==> src/fec_pkg.sv <==
// ----------------------------------------------------------------------------
// fec_pkg
// Shared types, constants and helpers for the framing escape checksum encoder.
// ----------------------------------------------------------------------------
package fec_pkg;

    localparam logic [7:0] FLAG_VALUE      = 8'd126;
    localparam logic [7:0] ESCAPE_VALUE    = 8'd125;
    localparam logic [7:0] ESCAPE_CODE_ONE = 8'd1;
    localparam logic [7:0] ESCAPE_CODE_TWO = 8'd2;

    localparam int QUEUE_DEPTH = 2;
    localparam int QUEUE_PTR_W = (QUEUE_DEPTH > 1) ? $clog2(QUEUE_DEPTH) : 1;
    localparam int QUEUE_CNT_W = $clog2(QUEUE_DEPTH + 1);

    localparam int NUM_SLOTS = 6;
    localparam int SLOT_W    = $clog2(NUM_SLOTS);

    localparam logic [SLOT_W-1:0] SLOT_START_FLAG = SLOT_W'(0);
    localparam logic [SLOT_W-1:0] SLOT_DATA       = SLOT_W'(1);
    localparam logic [SLOT_W-1:0] SLOT_DATA_CODE  = SLOT_W'(2);
    localparam logic [SLOT_W-1:0] SLOT_CSUM       = SLOT_W'(3);
    localparam logic [SLOT_W-1:0] SLOT_CSUM_CODE  = SLOT_W'(4);
    localparam logic [SLOT_W-1:0] SLOT_END_FLAG   = SLOT_W'(5);

    typedef logic [NUM_SLOTS-1:0] slot_mask_t;

    typedef struct packed {
        slot_mask_t  mask;
        logic [7:0]  data;
        logic [7:0]  csum;
    } job_t;

    function automatic logic needs_escape(input logic [7:0] b);
        needs_escape = (b == ESCAPE_VALUE) || (b == FLAG_VALUE);
    endfunction

    // escape rule takes priority over flag rule
    function automatic logic [7:0] escape_code(input logic [7:0] b);
        escape_code = (b == ESCAPE_VALUE) ? ESCAPE_CODE_ONE : ESCAPE_CODE_TWO;
    endfunction

endpackage

==> src/fec_front.sv <==
// ----------------------------------------------------------------------------
// fec_front
// Accepts message bytes, keeps the running XOR checksum and builds the job
// describing which framed bytes the back end must send.
// ----------------------------------------------------------------------------
module fec_front
(
    input  logic          clk,
    input  logic          rst_n,
    input  logic          accept,
    input  logic [7:0]    data_byte,
    input  logic          first_byte,
    input  logic          last_byte,
    output fec_pkg::job_t job
);
    import fec_pkg::*;

    logic [7:0] csum_reg;
    logic [7:0] csum_next;
    logic [7:0] csum_new;
    slot_mask_t mask;

    always_comb
    begin
        csum_new  = (first_byte ? 8'd0 : csum_reg) ^ data_byte;
        csum_next = last_byte ? 8'd0 : csum_new;

        mask                  = '0;
        mask[SLOT_START_FLAG] = first_byte;
        mask[SLOT_DATA]       = 1'b1;
        mask[SLOT_DATA_CODE]  = needs_escape(data_byte);
        mask[SLOT_CSUM]       = last_byte;
        mask[SLOT_CSUM_CODE]  = last_byte & needs_escape(csum_new);
        mask[SLOT_END_FLAG]   = last_byte;

        job.mask = mask;
        job.data = data_byte;
        job.csum = csum_new;
    end

    always_ff @(posedge clk or negedge rst_n)
    begin
        if (!rst_n)
        begin
            csum_reg <= 8'd0;
        end
        else if (accept)
        begin
            csum_reg <= csum_next;
        end
    end

endmodule

==> src/fec_queue.sv <==
// ----------------------------------------------------------------------------
// fec_queue
// Short job queue decoupling the front end from the byte sequencer.
// ----------------------------------------------------------------------------
module fec_queue
(
    input  logic          clk,
    input  logic          rst_n,
    input  logic          wr_en,
    input  fec_pkg::job_t wr_job,
    input  logic          rd_en,
    output fec_pkg::job_t rd_job,
    output logic          full,
    output logic          empty
);
    import fec_pkg::*;

    job_t                   store_reg [QUEUE_DEPTH];
    logic [QUEUE_PTR_W-1:0] wr_ptr_reg;
    logic [QUEUE_PTR_W-1:0] wr_ptr_next;
    logic [QUEUE_PTR_W-1:0] rd_ptr_reg;
    logic [QUEUE_PTR_W-1:0] rd_ptr_next;
    logic [QUEUE_CNT_W-1:0] count_reg;
    logic [QUEUE_CNT_W-1:0] count_next;

    assign full   = (count_reg == QUEUE_CNT_W'(QUEUE_DEPTH));
    assign empty  = (count_reg == '0);
    assign rd_job = store_reg[rd_ptr_reg];

    always_comb
    begin
        wr_ptr_next = wr_ptr_reg;
        rd_ptr_next = rd_ptr_reg;
        count_next  = count_reg;
        if (wr_en)
        begin
            wr_ptr_next = (wr_ptr_reg == QUEUE_PTR_W'(QUEUE_DEPTH - 1)) ? '0
                        : wr_ptr_reg + QUEUE_PTR_W'(1);
        end
        if (rd_en)
        begin
            rd_ptr_next = (rd_ptr_reg == QUEUE_PTR_W'(QUEUE_DEPTH - 1)) ? '0
                        : rd_ptr_reg + QUEUE_PTR_W'(1);
        end
        if (wr_en && !rd_en)
        begin
            count_next = count_reg + QUEUE_CNT_W'(1);
        end
        else if (!wr_en && rd_en)
        begin
            count_next = count_reg - QUEUE_CNT_W'(1);
        end
    end

    always_ff @(posedge clk or negedge rst_n)
    begin
        if (!rst_n)
        begin
            wr_ptr_reg <= '0;
            rd_ptr_reg <= '0;
            count_reg  <= '0;
        end
        else
        begin
            wr_ptr_reg <= wr_ptr_next;
            rd_ptr_reg <= rd_ptr_next;
            count_reg  <= count_next;
        end
    end

    always_ff @(posedge clk)
    begin
        if (wr_en)
        begin
            store_reg[wr_ptr_reg] <= wr_job;
        end
    end

endmodule

==> src/fec_back.sv <==
// ----------------------------------------------------------------------------
// fec_back
// Byte sequencer: walks the slots of the head job into the output register,
// one framed byte per cycle while the output register is empty or being popped.
// ----------------------------------------------------------------------------
module fec_back
(
    input  logic          clk,
    input  logic          rst_n,
    input  fec_pkg::job_t job,
    input  logic          job_empty,
    output logic          job_pop,
    input  logic          pop,
    output logic          empty,
    output logic [7:0]    out_byte,
    output logic          frame_end,
    output logic          run_last
);
    import fec_pkg::*;

    logic              started_reg;
    logic              started_next;
    slot_mask_t        mask_reg;
    slot_mask_t        mask_next;
    logic              out_valid_reg;
    logic              out_valid_next;
    logic [7:0]        out_byte_reg;
    logic [7:0]        out_byte_next;
    logic              frame_end_reg;
    logic              frame_end_next;
    logic              run_last_reg;
    logic              run_last_next;

    slot_mask_t        cur_mask;
    slot_mask_t        rest_mask;
    logic [SLOT_W-1:0] sel;
    logic              emit;
    logic              done;

    always_comb
    begin
        cur_mask = started_reg ? mask_reg : job.mask;
        sel      = SLOT_DATA;
        for (int i = NUM_SLOTS - 1; i >= 0; i--)
        begin
            if (cur_mask[i])
            begin
                sel = SLOT_W'(i);
            end
        end
        rest_mask      = cur_mask;
        rest_mask[sel] = 1'b0;

        emit = !job_empty && (!out_valid_reg || pop);
        done = emit && (rest_mask == '0);

        unique case (sel)
            SLOT_START_FLAG: out_byte_next = FLAG_VALUE;
            SLOT_DATA:
                out_byte_next = needs_escape(job.data) ? ESCAPE_VALUE : job.data;
            SLOT_DATA_CODE:  out_byte_next = escape_code(job.data);
            SLOT_CSUM:
                out_byte_next = needs_escape(job.csum) ? ESCAPE_VALUE : job.csum;
            SLOT_CSUM_CODE:  out_byte_next = escape_code(job.csum);
            SLOT_END_FLAG:   out_byte_next = FLAG_VALUE;
            default:         out_byte_next = FLAG_VALUE;
        endcase
        frame_end_next = (sel == SLOT_END_FLAG);
        run_last_next  = (rest_mask == '0);

        started_next   = started_reg;
        mask_next      = mask_reg;
        out_valid_next = out_valid_reg;
        if (pop && out_valid_reg)
        begin
            out_valid_next = 1'b0;
        end
        if (emit)
        begin
            out_valid_next = 1'b1;
            started_next   = !done;
            mask_next      = rest_mask;
        end
    end

    assign job_pop   = done;
    assign empty     = !out_valid_reg;
    assign out_byte  = out_byte_reg;
    assign frame_end = frame_end_reg;
    assign run_last  = run_last_reg;

    always_ff @(posedge clk or negedge rst_n)
    begin
        if (!rst_n)
        begin
            started_reg   <= 1'b0;
            mask_reg      <= '0;
            out_valid_reg <= 1'b0;
        end
        else
        begin
            started_reg   <= started_next;
            mask_reg      <= mask_next;
            out_valid_reg <= out_valid_next;
        end
    end

    always_ff @(posedge clk)
    begin
        if (emit)
        begin
            out_byte_reg  <= out_byte_next;
            frame_end_reg <= frame_end_next;
            run_last_reg  <= run_last_next;
        end
    end

endmodule

==> src/frame_escape_checksum_encoder.sv <==
// ----------------------------------------------------------------------------
// frame_escape_checksum_encoder
// The first framed byte passes through the job queue and then the output register.
// Throughput: one framed byte per cycle while the output is empty or popped;
// an input byte yields 1 to 6 framed bytes, as set by its job's slot mask.
// A two-entry job queue lets input transactions continue meanwhile.
// Reset (rst_n, async): clears checksum, queue pointers and output valid flag.
// ----------------------------------------------------------------------------
module frame_escape_checksum_encoder
(
    input  logic       clk,
    input  logic       rst_n,
    input  logic       push,
    output logic       full,
    input  logic [7:0] data_byte,
    input  logic       first_byte,
    input  logic       last_byte,
    output logic       empty,
    input  logic       pop,
    output logic [7:0] out_byte,
    output logic       frame_end,
    output logic       run_last
);
    import fec_pkg::*;

    job_t front_job;
    job_t head_job;
    logic accept;
    logic q_empty;
    logic q_pop;

    assign accept = push && !full;

    fec_front u_front
    (
        .clk        (clk),
        .rst_n      (rst_n),
        .accept     (accept),
        .data_byte  (data_byte),
        .first_byte (first_byte),
        .last_byte  (last_byte),
        .job        (front_job)
    );

    fec_queue u_queue
    (
        .clk    (clk),
        .rst_n  (rst_n),
        .wr_en  (accept),
        .wr_job (front_job),
        .rd_en  (q_pop),
        .rd_job (head_job),
        .full   (full),
        .empty  (q_empty)
    );

    fec_back u_back
    (
        .clk       (clk),
        .rst_n     (rst_n),
        .job       (head_job),
        .job_empty (q_empty),
        .job_pop   (q_pop),
        .pop       (pop),
        .empty     (empty),
        .out_byte  (out_byte),
        .frame_end (frame_end),
        .run_last  (run_last)
    );

endmodule
==> config.mk <==
export PLATFORM = sky130hd
export DESIGN_NAME = frame_escape_checksum_encoder
export DESIGN_NICKNAME = d
export VERILOG_FILES = /design/src/fec_pkg.sv /design/src/fec_front.sv /design/src/fec_queue.sv /design/src/fec_back.sv /design/src/frame_escape_checksum_encoder.sv
export SDC_FILE = /design/constraint.sdc
export NUM_CORES = 1
export LEC_CHECK = 0
export ABC_AREA = 1
export BUFFER_PORTS_ARGS = -buffer_cell sky130_fd_sc_hd__buf_2
export CAP_MARGIN = 10
export CORE_UTILIZATION = 50
export CTS_CLUSTER_DIAMETER = 60
export DETAILED_ROUTE_END_ITERATION = 12
export PLACE_DENSITY = 0.76
export SKIP_CTS_REPAIR_TIMING = 1
export SYNTH_ARGS = -nofsm -noshare
export SYNTH_HDL_FRONTEND = slang
export SYNTH_SLANG_ARGS = --single-unit
==> constraint.sdc <==
create_clock -name clk -period 2.2 [get_ports clk]
set_input_delay 0.22 -clock clk [delete_from_list [all_inputs] [get_ports clk]]
set_output_delay 0.22 -clock clk [all_outputs]
set_load 0.03 [all_outputs]
==> results.md, run 1 <==
- Top cells by area, synth: edfxtp_1 (47%), dfrtp_1 (16%), nand2_1 (11%)
- # setup viols final: 0
- Measured slew at the worst slew-check pin: ~450 ps
- Primary FF master, synth: edfxtp_1
- WP data arrival: 2380 ps
- Drt drc: 0
- Final WL: 6101 um
- Die Span Y: between 80 and 90 um
- Area growth from synthesis to layout: 19.56%
- Setup ws final: 47.80 ps
- Hold slack: about 75 ps
- Core ar.: 6061 um^2
- PwrDens: roughly 1600 nW/um^2
- Layout cells sized above 1: 25.88%
- Dpl hpwl: 4419 um
- Post-synthesis sequential area ratio: 62.21%
- Final nets: 381
- Pins Over Slew Limit: 0
- Via density per instance: roughly 5.1
- Cells after Synth: 316
- Clk_skew: 5.240 ps
- Slew HR: 70.24%
- Fin util: a little under two thirds
- Crit start category: register
- Num Clock Sinks: 70
- CP max stage delay: 410 ps
- Final total power: 6.143 mW
- YS warnings: 0
- Max-cap viol count: 0
- Crit path max-delay cell type: dfrtp_1
- Type of the worst min-delay path: input port to register
- I/O Buffers: 25
- Placed Cells: 428
- Commonest non-fill, non-tap cell in the layout: nand2_1
- Static Leakage: about 1.7 nW
- Number of synthesized register bits: 70
- Fillers: 483
- Unique cell type count in the Yosys netlist: 37
- Data required, critical path: 2430 ps
- Hold Fails Final Rpt: 0
- Cell taking the most area after synthesis: edfxtp_1
- Outcome: complete, no violations
- TritonCTS clock tree: yes
- Initial core utilization: 53.10%
- Via count: 2285
- Post-synth EDFFs: 50
- Most frequent cells in the layout: nand2_1 (92), edfxtp_1 (50), inv_1 (34), buf_2 (25), dfrtp_1 (20)
- Global-route wire length before repair: about 10000 um
- Largest net degree at the start of global routing: 22
- Worst VDD drop: 0.9580 mV
- IO Count: 26
- Post-synthesis net count: 331
- Antenna fix cells: 0
- Antenna violations before repair: 0
- Placement Setup Slack: -67.32 ps
- ANT nets after route: 0
- H-tree depth: 3
- CTS Buffer Depth: 2
- WS Path Type: register to register
- Non-filler cells, final: 446
- RSZ-0062 raised after global routing: true
- Number of DRC markers in iteration 0: 96
- Setup_tns: 0 ps
- Crit share post-route: 97.83%
- Die Wd: ~82 um
- Max FFs per register: 40
- Routed wire length per instance: 13.68 um
- Total Routing Usage GR: 21.05%
- Clk slew on worst S/H paths: 70 ps
- Total CTS buffers: 9
- CTS root buffer: clkbuf_8
- Skew-Pair Late Insertion Delay: 350 ps
- Most used cell, CP: nand2_2
- Placed cell area: approximately 3500 um^2
- Grt total ovfl: 0
- Post-synth ARST share: 28.57%
- Top cell type's share of synthesized area: 46.66%
- GPL Wtd Cong: 0.8269
- Pre-Repair DR Iteration Count: 4
- Vias in the first global route: 2175
- Syn_area_per_cell: 10.18 um^2
- CP cell instances: inv_2 -> nand2_2 -> nand3_4 -> nand2_2 -> o21ai_2 -> nand2_2 -> nand2_2 -> nand2_2 -> nand2_2 -> nand2_2 -> inv_2 -> nand3_4 -> ha_4 -> a21oi_2 -> o21ai_1 -> xor2_1
- Rows: 28
- Final min period: 2152 ps
- FMAX: 464.6 MHz
- Top fanout value on the critical path: 6
- Mapped cell area: 3218 um^2
- Die area: 6761 um^2
- Final instance area: 3847 um^2
- Worst setup EP type: register
## logic make-up (layout without fill, tap and decap cells)
| logic type | Yosys count | count (layout) | share of synthesized area [%] |
|---|---|---|---|
| XOR/XNOR | 10 | 10 | 2.722 |
| adder cells (fa/ha/maj) | 1 | 1 | 0.3887 |
| buffers and inverters | 45 | 100 | 5.676 |
| multiplexers | 4 | 4 | 1.244 |
| AND/OR/NAND/NOR | 152 | 152 | 21.42 |
| AO/OA/AOI/OAI | 34 | 34 | 6.337 |
| flip-flops | 70 | 70 | 62.21 |
## worst paths after layout
| path | from | endpoint | slack (ps) | cells after the start |
|---|---|---|---|---|
| max | u_queue.rd_ptr_reg | u_queue.count_reg[1] | 50 | 16 |
| min | pop | u_back.out_valid_reg | 70 | 2 |
| max reg2reg | u_queue.rd_ptr_reg | u_queue.count_reg[1] | 50 | 16 |
| min reg2reg | u_front.csum_reg[3] | u_front.csum_reg[3] | 500 | 2 |
| max in group asynchronous | rst_n | u_front.csum_reg[0] | 1540 | 2 |
| min in group asynchronous | rst_n | u_back.mask_reg[4] | 340 | 2 |
## per-layer routing
layer | global-route usage (%) | routed length [um]
met1 | 27.76 | 2767
met2 | 32.56 | 2941
met3 | 3.626 | 290
met4 | 12.63 | 102
met5 | 0 | 0
## cells in the mapped netlist (3+ instances only)
library cell and number:
a21oi_1 3, dfrtp_1 20, edfxtp_1 50, inv_1 35
inv_2 3, mux2i_1 4, nand2_1 96, nand2_2 8
nand3_1 14, nand3_2 3, nand4_1 7, nor2_1 14
nor2_4 3, o211ai_1 3, o21ai_0 17, or2_2 3
xor2_1 8
## cell type report
class,instances,area [um^2],share of cell area (%)
Clock buffer,9,123.9,3.220
Clock inverter,7,97.59,2.537
Inverter,40,153.9,4.000
Multi-Input combinational cell,201,1102,28.65
Sequential cell,70,2002,52.03
Tap cell,75,93.84,2.439
Timing Repair Buffer,44,274.0,7.122
## worst max-delay path: cells and delay by family (launching register included)
| kind | cells | cell delay, ps |
|---|---|---|
| simple gates | 9 | 700 |
| xor+xnor | 1 | 140 |
| buf+inv | 2 | 190 |
| fa+ha+maj | 1 | 250 |
| compound gates | 3 | 340 |
| flops | 1 | 410 |
## report_power, final
| part | switching, mW | internal, mW |
|---|---|---|
| combinational | 1.84 | 0.994 |
| sequential | 0.155 | 2.00 |
| clock | 0.506 | 0.641 |
Note: power is estimated with default switching activity, not from simulation.
==> run 2: changes to the inputs <==
- ABC_AREA: 1 -> default
- PLACE_DENSITY: 0.76 -> 0.73
- clock period: 2.2 -> 2.8 ns (I/O delays scaled with it)
==> run 2 against run 1 <==
Against the previous run: worst setup slack gained 180 ps; hold slack gained 110 ps; core utilization shrank 3.7 points; sequential cell count is the same; sequential power shrank 19%; wire length shrank 5.4%; clock skew grew 5.0 ps; first-iteration DRC count shrank 1.0%; sequential share of layout area grew 3.5 points; die area shrank 0.91%; synthesized cell count shrank 22%; synthesized area shrank 0.93%; critical path type unchanged; largest cell class unchanged; highest routed layer unchanged.
==> results.md, run 2 <==
- Max FFs per register: 40
- Post-synthesis net count: 260
- Die Span Y: 81.85 um
- Skew-Pair Late Insertion Delay: ~330 ps
- Die Wd: 81.85 um
- Primary FF master, synth: edfxtp_1
- Final WL: between 5000 and 6000 um
- Placed cell area: 3410 um^2
- Worst flop-to-flop path startpoint: u_back.started_reg
- Type of the worst min-delay path: input port to register
- WS Path Type: register to register
- HP Start: data_byte[5]
- Rows: 28
- Hold endpoint: u_queue.store_reg[1][13]
- Num Clock Sinks: 70
- Static Leakage: 1.406 nW
- Multi-input logic area: ~1100 um^2
- Via density per instance: 5.596
- Top cell type's share of synthesized area: 47.10%
- CTS Buffer Depth: 2
- Die area: between 6000 and 7000 um^2
- Total CTS buffers: 9
- Setup ws final: 227.7 ps
- Syn_area_per_cell: 13.01 um^2
- Hold Fails Final Rpt: 0
- Antenna fix cells: 0
- TritonCTS clock tree: yes
- Top-count cell post-synth: edfxtp_1
- Top post-synthesis cells by count: edfxtp_1 (50), dfrtp_1 (20), mux2i_1 (18), nand2_1 (16), xnor2_1 (13)
- Unique cell type count in the Yosys netlist: 49
- Antenna violations before repair: 0
- Top cells by area, synth: edfxtp_1 (47%), dfrtp_1 (16%), mux2i_1 (5.7%)
- Vias in the first global route: 1946
- Number of DRC markers in iteration 0: 95
- ANT nets after route: 0
- Post-synth ARST share: between 20% and 30%
- Most frequent cells in the layout: edfxtp_1 (50), buf_2 (25), dfrtp_1 (20), mux2i_1 (18), nand2_1 (16)
- Non-filler cells, final: about 360
- Placed Cells: 342
- Setup_tns: 0 ps
- RSZ-0062 raised after global routing: false
- CTS root buffer: clkbuf_8
- Post-synthesis sequential area ratio: 62.79%
- Dpl hpwl: 4113 um
- YS warnings: 0
- Outcome: complete, no violations
- Final nets: 294
- Pre-Repair DR Iteration Count: 4
- Final min period: 2572 ps
- Hold path depth: 1
- Crit start category: register
- Clk slew on worst S/H paths: around 80 ps
- PwrDens: 1114 nW/um^2
- Initial core utilization: between 50% and 60%
- WP data arrival: 2830 ps
- IO Count: 26
- Worst reg2reg path depth: 10
- I/O Buffers: 25
- GPL Wtd Cong: 0.8815
- Drt drc: 0
- Data required, critical path: around 3000 ps
- Pins Over Slew Limit: 0
- Largest net degree at the start of global routing: 28
- Measured slew at the worst slew-check pin: 621.4 ps
- Cells after Synth: around 250
- Final instance area: 3602 um^2
- Register area: between 2000 and 2500 um^2
- Worst VDD drop: roughly 0.50 mV
- Core ar.: 6026 um^2
- Clk_skew: roughly 10 ps
- Layout cells sized above 1: 20.07%
- Post-synth EDFFs: 50
- Reg2Reg Capture Point: u_queue.count_reg[1]
- Fillers: a little over 500
- Max-cap viol count: 0
- Routed wire length per instance: 16.07 um
- Area growth from synthesis to layout: 12.99%
- Mapped cell area: 3188 um^2
- Global-route wire length before repair: ~9400 um
- Slack of the worst reg-to-reg path: 230 ps
- Worst setup EP type: register
- H-tree depth: 3
- # setup viols final: 0
- Hold slack: 184.4 ps
- Placement Setup Slack: 127.6 ps
- Via count: 2009
- Total Routing Usage GR: 19.71%
- Grt total ovfl: 0
- Crit share post-route: approximately nine tenths
- Commonest non-fill, non-tap cell in the layout: edfxtp_1
- Number of synthesized register bits: 70
- Slew HR: 58.29%
- Top fanout value on the critical path: 7
- FMAX: a little under 400 MHz
- Cell taking the most area after synthesis: edfxtp_1
run 2: worst max-delay path by stage:
stage                             from                   end  cells past startpoint
floorplan           u_back.mask_reg[0]  u_queue.count_reg[1]                     11
global placement    u_back.mask_reg[0]  u_queue.count_reg[1]                     10
detailed placement  u_back.mask_reg[0]  u_queue.count_reg[1]                      9
CTS                 u_back.mask_reg[0]  u_queue.count_reg[1]                     10
global route        u_queue.rd_ptr_reg  u_queue.count_reg[1]                     10
finish              u_back.started_reg  u_queue.count_reg[1]                     10
run 2: logic make-up (layout without fill, tap and decap cells):
| kind of cell | count (synthesis) | after routing | share of synthesized area (%) |
|---|---|---|---|
| AO/OA/AOI/OAI | 44 | 44 | 10.32 |
| adder cells (fa/ha/maj) | 1 | 1 | 0.3924 |
| multiplexers | 21 | 21 | 6.711 |
| XOR/XNOR | 17 | 17 | 4.906 |
| buffers and inverters | 21 | 60 | 2.747 |
| flip-flops | 70 | 70 | 62.79 |
| AND/OR/NAND/NOR | 71 | 71 | 12.13 |
run 2: critical path, stage by stage (launching register included):
cell	delay, ps
dfrtp_1	410
or3b_4	440
or3_1	340
o21ba_1	210
a2111oi_4	230
and2_4	230
inv_1	40
ha_1	180
xor2_1	140
nor2_1	120
xor2_1	150
run 2: cell type report:
cell class / instances / share of cell area [%]
Sequential cell: 70 / 55.57
Multi-Input combinational cell: 154 / 30.74
Timing Repair Buffer: 32 / 5.002
Clock buffer: 10 / 3.821
Tap cell: 75 / 2.605
Inverter: 12 / 1.250
Clock inverter: 6 / 1.007
run 2: routing by layer:
| layer | part of all wire [%] | routed length, um | vias to the layer above | track usage, % |
|---|---|---|---|---|
| met4 | 2.4 | 140 | 0 | 11.05 |
| met1 | 47 | 2721 | 966 | 27.50 |
| met2 | 45 | 2617 | 54 | 28.10 |
| li1 | - | - | 977 | - |
| met3 | 5.0 | 291 | 12 | 4.778 |
| met5 | 0 | 0 | - | 0 |
run 2: through the flow:
stage                     utilization (%)  power, mW
after floorplan                         -      2.931
after global placement              56.58      3.277
after detailed placement            56.58      3.303
after CTS                           59.47      4.014
after global routing                59.78      4.272
final                               59.78      4.011
run 2: power by group:
group	internal, mW	switching (mW)	total (mW)	leakage (nW)
logic	0.618	0.945	1.56	0.601
registers	1.55	0.193	1.74	0.721
clock network	0.341	0.365	0.705	0.0838
total	2.51	1.50	4.01	1.41
